<file path="src/design/isse_pkg.sv">
// Shared types, request codes and sizing helpers for the integer set successor engine.
package isse_pkg;

   localparam int KEY_W = 8;

   localparam logic [1:0] OP_INSERT = 2'd0;
   localparam logic [1:0] OP_DELETE = 2'd1;
   localparam logic [1:0] OP_LOOKUP = 2'd2;

   typedef struct packed {
      logic [1:0]       req_type;
      logic [KEY_W-1:0] key;
   } isse_req_type;

   typedef struct packed {
      logic             key_present;
      logic             next_valid;
      logic [KEY_W-1:0] next_key;
      logic             prev_valid;
      logic [KEY_W-1:0] prev_key;
      logic             set_nonempty;
      logic [KEY_W-1:0] least_key;
      logic [KEY_W-1:0] greatest_key;
   } isse_rsp_type;

   // Request plus the partial answer gathered so far along the cell chain.
   typedef struct packed {
      logic [1:0]       op;
      logic [KEY_W-1:0] key;
      logic             in_range;
      logic             present;
      logic             nv;
      logic [KEY_W-1:0] nk;
      logic             pv;
      logic [KEY_W-1:0] pk;
      logic             ne;
      logic [KEY_W-1:0] lo;
      logic [KEY_W-1:0] hi;
   } isse_tok_type;

   // Integer square root, elaboration time only.
   function automatic int isqrt(input int u);
      int r;
      r = 1;
      while ((r + 1) * (r + 1) <= u) begin
         r++;
      end
      return r;
   endfunction

endpackage

</file>
<file path="src/design/isse_cell.sv">
// One cluster cell: member bits, summary bit, and its share of the scan.
module isse_cell #(
   parameter int UNIVERSE = 256,
   parameter int CL       = 16,
   parameter int IDX      = 0
) (
   input  logic                  clock,
   input  logic                  reset,
   input  logic                  adv,
   input  logic                  tok_vld_i,
   input  isse_pkg::isse_tok_type tok_i,
   output logic                  tok_vld_o,
   output isse_pkg::isse_tok_type tok_o
);
   import isse_pkg::*;

   localparam int BASE = IDX * CL;
   localparam int LW   = (CL > 1) ? $clog2(CL) : 1;
   localparam int CMPW = ($clog2(UNIVERSE) + 1 > KEY_W + 1) ? $clog2(UNIVERSE) + 1 : KEY_W + 1;

   logic [CL-1:0]   bits_ff, bits_in;
   logic            summary_ff, summary_in;
   logic            vld_ff;
   isse_tok_type    tok_ff, tok_in;

   logic [CMPW-1:0] key_ext;
   logic            hit;
   logic [LW-1:0]   loc;
   logic [CL-1:0]   gt_mask, lt_mask;
   logic [LW-1:0]   gt_first, lt_last, lo_idx, hi_idx;

   assign key_ext = CMPW'(tok_i.key);
   assign hit     = tok_i.in_range && (key_ext >= CMPW'(BASE)) && (key_ext < CMPW'(BASE + CL));
   assign loc     = LW'(key_ext - CMPW'(BASE));

   always_comb begin
      logic [CMPW-1:0] gidx;
      for (int j = 0; j < CL; j++) begin
         gidx       = CMPW'(BASE + j);
         gt_mask[j] = bits_ff[j] && (gidx > key_ext);
         lt_mask[j] = bits_ff[j] && (gidx < key_ext);
      end
   end

   // lowest / highest set bit encoders
   always_comb begin
      gt_first = '0;
      lo_idx   = '0;
      for (int j = CL - 1; j >= 0; j--) begin
         if (gt_mask[j]) begin
            gt_first = LW'(j);
         end
         if (bits_ff[j]) begin
            lo_idx = LW'(j);
         end
      end
      lt_last = '0;
      hi_idx  = '0;
      for (int j = 0; j < CL; j++) begin
         if (lt_mask[j]) begin
            lt_last = LW'(j);
         end
         if (bits_ff[j]) begin
            hi_idx = LW'(j);
         end
      end
   end

   always_comb begin
      tok_in = tok_i;
      if (hit) begin
         tok_in.present = bits_ff[loc];
      end
      if (summary_ff) begin
         if (!tok_i.ne) begin
            tok_in.lo = KEY_W'(CMPW'(BASE) + CMPW'(lo_idx));
         end
         tok_in.ne = 1'b1;
         tok_in.hi = KEY_W'(CMPW'(BASE) + CMPW'(hi_idx));
      end
      if (!tok_i.nv && (|gt_mask)) begin
         tok_in.nv = 1'b1;
         tok_in.nk = KEY_W'(CMPW'(BASE) + CMPW'(gt_first));
      end
      if (|lt_mask) begin
         tok_in.pv = 1'b1;
         tok_in.pk = KEY_W'(CMPW'(BASE) + CMPW'(lt_last));
      end
   end

   always_comb begin
      bits_in    = bits_ff;
      summary_in = summary_ff;
      if (adv && tok_vld_i && hit) begin
         unique case (tok_i.op)
            OP_INSERT: begin
               bits_in[loc] = 1'b1;
               summary_in   = 1'b1;
            end
            OP_DELETE: begin
               bits_in[loc] = 1'b0;
               summary_in   = |(bits_ff & ~(CL'(1) << loc));
            end
            default: begin
               bits_in    = bits_ff;
               summary_in = summary_ff;
            end
         endcase
      end
   end

   always_ff @(posedge clock) begin
      if (reset) begin
         bits_ff    <= '0;
         summary_ff <= 1'b0;
         vld_ff     <= 1'b0;
      end else begin
         bits_ff    <= bits_in;
         summary_ff <= summary_in;
         if (adv) begin
            vld_ff <= tok_vld_i;
         end
      end
   end

   always_ff @(posedge clock) begin
      if (adv) begin
         tok_ff <= tok_in;
      end
   end

   assign tok_vld_o = vld_ff;
   assign tok_o     = tok_ff;

endmodule

</file>
<file path="src/design/integer_set_successor_engine.sv">
// Top level of the integer set successor engine: a chain of cluster cells and a result register.
//
//   channel   dir   ports                                   beat
//   req       in    req_valid, req_ready, req_data          one insert, delete or lookup
//   rsp       out   rsp_valid, rsp_ready, rsp_data          one answer per request
//
// A request walks the cell chain, through the register of each of the NCELL cluster cells,
// then lands in the result register.
// A new request enters every cycle, so throughput is one beat per cycle while rsp_ready is high.
// When the result register is full and not taken, the whole chain holds and req_ready drops.
// Synchronous reset empties the set.
module integer_set_successor_engine #(
   parameter int UNIVERSE = 256
) (
   input  logic                   clock,
   input  logic                   reset,
   input  logic                   req_valid,
   output logic                   req_ready,
   input  isse_pkg::isse_req_type req_data,
   output logic                   rsp_valid,
   input  logic                   rsp_ready,
   output isse_pkg::isse_rsp_type rsp_data
);
   import isse_pkg::*;

   localparam int CL    = isqrt(UNIVERSE);
   localparam int NCELL = (UNIVERSE + CL - 1) / CL;
   localparam int CMPW  = ($clog2(UNIVERSE) + 1 > KEY_W + 1) ? $clog2(UNIVERSE) + 1 : KEY_W + 1;

   logic         adv;
   logic         vld_chain [0:NCELL];
   isse_tok_type tok_chain [0:NCELL];

   logic         rsp_valid_ff;
   isse_rsp_type rsp_ff, rsp_in;

   assign adv       = !rsp_valid_ff || rsp_ready;
   assign req_ready = adv;

   always_comb begin
      tok_chain[0]          = '0;
      tok_chain[0].op       = req_data.req_type;
      tok_chain[0].key      = req_data.key;
      tok_chain[0].in_range = CMPW'(req_data.key) < CMPW'(UNIVERSE);
   end
   assign vld_chain[0] = req_valid;

   for (genvar g = 0; g < NCELL; g++) begin : g_cell
      isse_cell #(
         .UNIVERSE (UNIVERSE),
         .CL       (CL),
         .IDX      (g)
      ) u_cell (
         .clock     (clock),
         .reset     (reset),
         .adv       (adv),
         .tok_vld_i (vld_chain[g]),
         .tok_i     (tok_chain[g]),
         .tok_vld_o (vld_chain[g+1]),
         .tok_o     (tok_chain[g+1])
      );
   end

   always_comb begin
      rsp_in.key_present  = tok_chain[NCELL].present;
      rsp_in.next_valid   = tok_chain[NCELL].nv;
      rsp_in.next_key     = tok_chain[NCELL].nk;
      rsp_in.prev_valid   = tok_chain[NCELL].pv;
      rsp_in.prev_key     = tok_chain[NCELL].pk;
      rsp_in.set_nonempty = tok_chain[NCELL].ne;
      rsp_in.least_key    = tok_chain[NCELL].lo;
      rsp_in.greatest_key = tok_chain[NCELL].hi;
   end

   always_ff @(posedge clock) begin
      if (reset) begin
         rsp_valid_ff <= 1'b0;
      end else if (adv) begin
         rsp_valid_ff <= vld_chain[NCELL];
      end
   end

   always_ff @(posedge clock) begin
      if (adv) begin
         rsp_ff <= rsp_in;
      end
   end

   assign rsp_valid = rsp_valid_ff;
   assign rsp_data  = rsp_ff;

`ifndef SYNTHESIS
   a_minmax_order: assert property (@(posedge clock) disable iff (reset)
      rsp_valid && rsp_data.set_nonempty |-> rsp_data.least_key <= rsp_data.greatest_key)
      else $error("least_key above greatest_key");

   a_empty_set: assert property (@(posedge clock) disable iff (reset)
      rsp_valid && !rsp_data.set_nonempty |->
         !rsp_data.key_present && !rsp_data.next_valid && !rsp_data.prev_valid)
      else $error("member reported for empty set");

   a_prev_next_order: assert property (@(posedge clock) disable iff (reset)
      rsp_valid && rsp_data.next_valid && rsp_data.prev_valid |->
         rsp_data.prev_key < rsp_data.next_key)
      else $error("predecessor not below successor");
`endif

endmodule

</file>
<file path="config.mk">
export PLATFORM = sky130hd
export DESIGN_NAME = integer_set_successor_engine
export DESIGN_NICKNAME = d
export VERILOG_FILES = /design/src/design/isse_pkg.sv /design/src/design/isse_cell.sv /design/src/design/integer_set_successor_engine.sv
export SDC_FILE = /design/constraint.sdc
export NUM_CORES = 2
export LEC_CHECK = 0
export BUFFER_PORTS_ARGS = -buffer_cell sky130_fd_sc_hd__buf_2
export CAP_MARGIN = 30
export CELL_PAD_IN_SITES_DETAIL_PLACEMENT = 2
export CELL_PAD_IN_SITES_GLOBAL_PLACEMENT = 2
export CORE_UTILIZATION = 41
export CTS_CLUSTER_DIAMETER = 50
export DETAILED_ROUTE_END_ITERATION = 6
export PLACE_DENSITY = 0.81
export SLEW_MARGIN = 20
export SYNTH_ARGS = -nofsm -noshare
export SYNTH_HDL_FRONTEND = slang
export SYNTH_SLANG_ARGS = --single-unit
</file>
<file path="constraint.sdc">
create_clock -name clock -period 31.1 [get_ports clock]
set_clock_uncertainty 0.05 [all_clocks]
set_input_delay 3.11 -clock clock [delete_from_list [all_inputs] [get_ports clock]]
set_output_delay 3.11 -clock clock [all_outputs]
set_load 0.005 [all_outputs]
</file>
==> impl_results.rst <==
.. list-table::
   :header-rows: 1

   * - Metric
     - Value
   * - Post-placement cell count
     - 8040
   * - WP data required
     - 27.94 ns
   * - Primary FF master, synth
     - sky130_fd_sc_hd__edfxtp_1
   * - Fin crit share
     - 23.20%
   * - Crit-path slowest cell
     - sky130_fd_sc_hd__inv_8
   * - DR DRC count
     - 0
   * - Wire length of the first global-routing pass
     - 359.3 mm
   * - Die Span Y
     - 379.8 um
   * - Worst voltage drop across the vdd grid
     - 0.04597 mV
   * - Mean instance size in the synthesized netlist
     - 8.936 sq um
   * - MaxCap Viol Count
     - 0
   * - Synthesized netlist cell count
     - 6550
   * - Max-slew headroom
     - 25.49%
   * - DIE WIDTH
     - 379.8 um
   * - Maximum number of pins on one net before global-route repair
     - 195
   * - Drt pass-1 iters
     - 6
   * - RD Place Congestion
     - 0.9263
   * - Number of sinks on the clock net
     - 991
   * - Total count of hold-check failures in the final report
     - 0
   * - Post-route antenna net violation count
     - 0
   * - Number of filler instances in the final layout
     - 15250
   * - Number of input and output port buffers inserted
     - 51
   * - Total Die Area
     - 144300 sq um
   * - CTS tree
     - built
   * - Number of synthesized register bits
     - 991
   * - Worst-margin pin slew
     - 1.118 ns
   * - Worst reg2reg setup slack
     - 26.03 ns
   * - Num CTS Buffers
     - 139
   * - Vias in the first global route
     - 57880
   * - Hold-fix buffer count after cts
     - 0
   * - DRC violation total after the first TritonRoute iteration
     - 4686
   * - Crit path DAT
     - 4.06 ns
   * - Placement Setup Slack
     - 23.29 ns
   * - Slowest stage delay, CP
     - 0.39 ns
   * - Sequential cell fraction of total power
     - 45.1%
   * - Synthesis-to-finish area growth
     - 10.47%
   * - Crit-path most repeated cell
     - sky130_fd_sc_hd__buf_2
   * - Maximum frequency from static timing analysis
     - 0.1386 GHz
   * - Yosys synthesis warning count
     - 0
   * - Most instantiated cells after synthesis
     - sky130_fd_sc_hd__nor2_1 (769), sky130_fd_sc_hd__edfxtp_1 (702), sky130_fd_sc_hd__a21oi_1 (590), sky130_fd_sc_hd__nand2_1 (578), sky130_fd_sc_hd__clkbuf_1 (435)
   * - Fin crit period
     - 7.216 ns
   * - Fraction of the yosys area taken by sequential cells
     - 45.90%
   * - Latest clock arrival within the worst-skew pair
     - 0.79 ns
   * - Top cells by area in the synthesized netlist
     - sky130_fd_sc_hd__edfxtp_1 (36%), sky130_fd_sc_hd__dfxtp_1 (9.9%), sky130_fd_sc_hd__a21oi_1 (5.0%), sky130_fd_sc_hd__nor2_1 (4.9%), sky130_fd_sc_hd__nand2_1 (3.7%)
   * - Setup repair after global routing missed its margin
     - false
   * - TNS Setup
     - 0 ns
   * - Net Switching
     - 791.5 uW
   * - Leak
     - 0.02349 uW
   * - Final setup violation count
     - 0
   * - Critical Setup Path Class
     - primary input to primary output
   * - Status
     - finished, final reports clean
   * - Post-route setup slack
     - 23.88 ns
   * - Placed wire-length estimate after detailed placement
     - 163.9 mm
   * - CP endpoint kind
     - primary output
   * - Worst-case clock buffer depth
     - 3
   * - Setup fix buffers added after clock tree synthesis
     - 0
   * - Max-slew violations
     - 0
   * - Clock edge transition at the registers on the reported setup and hold paths
     - 0.06 ns
   * - Switching portion of total power
     - 24.47%
   * - Count of different cell masters after synthesis
     - 110
   * - Number of flops mapped to enable cells by yosys
     - 702
   * - Total routing usage reported by global routing
     - 31.46%
   * - Worst setup SP type
     - primary input
   * - Most frequently used cell type in the post-synthesis netlist
     - sky130_fd_sc_hd__nor2_1
   * - Class of the most critical hold timing path
     - flip-flop to flip-flop
   * - Effective utilization at floorplan
     - 41.34%
   * - H-tree depth
     - 4
   * - Top-area cell type share of the netlist area
     - 36.02%
   * - Root cell of the clock tree
     - sky130_fd_sc_hd__clkbuf_16
   * - Initial antenna violation count
     - 2
   * - Final WL
     - 233.8 mm
   * - Portion of total power attributed to combinational logic
     - 4.0%
   * - Sum of overflow across all layers after global routing
     - 0
   * - Total via count after detailed routing
     - 54460
   * - Ordered cell list for the critical path
     - buf_2, nor2b_4, buf_4, inv_8, buf_2
   * - Number of instances resized during post-cts repair
     - 0
   * - P per Cell Area
     - 50.03 nW/um^2
   * - Post-Synthesis Cell Area
     - 58530 sq um
   * - Dominant delay contributor by cell family on the critical path
     - buffers and inverters
   * - Pint
     - 2443 uW
   * - Row count
     - 138
   * - Share of flip-flops with an asynchronous set or reset
     - 0%
   * - Fraction of final layout cells sized beyond drive strength 1
     - 10.47%
   * - Clock network fraction of total power
     - 51.0%
   * - Synthesized Nets
     - 6564
   * - Count of non-filler cells in the finished layout
     - 8311
   * - Peak fanout along the critical path
     - 67
   * - NumNets Final
     - 6317
   * - I/O pin count
     - 52
   * - Buffers & Inverters on Critical Path
     - 4
   * - Core region area
     - 141600 sq um
   * - Dominant cell type by area after synthesis
     - sky130_fd_sc_hd__edfxtp_1
   * - Average detailed-routed wire length per instance
     - 28.14 um
   * - Vias/cell
     - 6.553
-- worst reg2reg max path, cell delays in order (launching register included) --
cell	delay, ns
sky130_fd_sc_hd__dfxtp_1	0.35
sky130_fd_sc_hd__nor2b_4	0.14
sky130_fd_sc_hd__buf_4	0.20
sky130_fd_sc_hd__inv_8	0.40
sky130_fd_sc_hd__buf_4	0.79
sky130_fd_sc_hd__buf_4	0.65
sky130_fd_sc_hd__buf_4	0.72
sky130_fd_sc_hd__nand3b_1	0.40
sky130_fd_sc_hd__or2_2	0.47
sky130_fd_sc_hd__a2111oi_0	0.42
sky130_fd_sc_hd__nand3_1	0.15
sky130_fd_sc_hd__nor2_1	0.14
sky130_fd_sc_hd__a211oi_1	0.07
-- logic make-up (layout without fill, tap and decap cells) --
| group | Yosys count | in the layout | synth area share (%) |
|---|---|---|---|
| multiplexers | 125 | 125 | 3.891 |
| flip-flops | 991 | 991 | 45.90 |
| AO/OA/AOI/OAI | 2059 | 2059 | 22.78 |
| AND/OR/NAND/NOR | 2666 | 2666 | 22.76 |
| buffers and inverters | 709 | 579 | 4.671 |
| other | 0 | 1 | 0 |
-- worst paths after layout --
| check | start | to | depth (start not counted) |
|---|---|---|---|
| setup / recovery | rsp_ready | req_ready | 5 |
| hold / removal | g_cell[15].u_cell.tok_o[0]$_DFFE_PN_ | rsp_data[0]$_DFFE_PN_ | 0 |
| setup reg to reg | rsp_valid$_SDFFE_PP0N_ | g_cell[0].u_cell.summary_ff$_SDFFE_PP0P_ | 12 |
| hold reg to reg | g_cell[15].u_cell.tok_o[0]$_DFFE_PN_ | rsp_data[0]$_DFFE_PN_ | 0 |
-- power by group through the flow --
stage               Clock, uW  Sequential [uW]  Combinational, uW
finish                   1650             1460                129
global route             1720             1460                137
CTS                      1670             1460                124
detailed placement          0             1480                122
global placement            0             1480                117
floorplan                   0             1450               98.6
-- area by class of cell --
class / count / area [sq um] / area share (%)
multi-input cells: 4850 / 28970 / 44.80
flip-flops and latches: 991 / 26870 / 41.55
clock buffers: 185 / 3899 / 6.030
well taps: 1890 / 2365 / 3.657
repair buffers: 130 / 957.2 / 1.480
clock inverters: 73 / 879.6 / 1.360
inverters: 191 / 724.4 / 1.120
diodes: 1 / 2.502 / 0.003870
-- layer usage --
metal  part of all wire (%)  GRT usage, %  vias to the layer above
met2                     50         54.93                     1866
met5                  0.011             0                        -
met3                    4.9         3.806                      538
li1                       -             -                    23990
met4                    4.2         12.76                        4
met1                     41         39.29                    28060
-- layout by cell type, fill, tap and decap left out, types with 65 or more instances in the layout --
cell type                   Yosys  layout
sky130_fd_sc_hd__a31oi_1      136     136
sky130_fd_sc_hd__or2_2        151     151
sky130_fd_sc_hd__dfxtp_1      289     289
sky130_fd_sc_hd__nor2b_1      140     139
sky130_fd_sc_hd__nor2_1       769     769
sky130_fd_sc_hd__mux4_2        80      80
sky130_fd_sc_hd__a211oi_1     117     117
sky130_fd_sc_hd__edfxtp_1     702     702
sky130_fd_sc_hd__nor4_1        65      65
sky130_fd_sc_hd__o22ai_1       72      72
sky130_fd_sc_hd__inv_1        188     187
sky130_fd_sc_hd__nand2b_1     187     187
sky130_fd_sc_hd__a21oi_1      590     590
sky130_fd_sc_hd__o21bai_1      76      76
sky130_fd_sc_hd__o21ai_0      391     391
sky130_fd_sc_hd__clkbuf_16      0     145
sky130_fd_sc_hd__nand3_1      131     131
sky130_fd_sc_hd__o31ai_1       79      79
sky130_fd_sc_hd__nand2_1      578     578
sky130_fd_sc_hd__nor3_1       274     272
-- metrics by stage --
stage               hold WS (ns)  utilization [%]  total power [uW]  cell area, sq um
global route              0.3723            45.67              3315             64660
global placement          0.3507            42.14              1600             59670
CTS                       0.3705            45.56              3255             64510
finish                    0.3695            45.67              3235             64660
detailed placement        0.3552            42.18              1607             59730
floorplan                 0.3503                -              1552             58530
(Power assumes the default switching activity.)
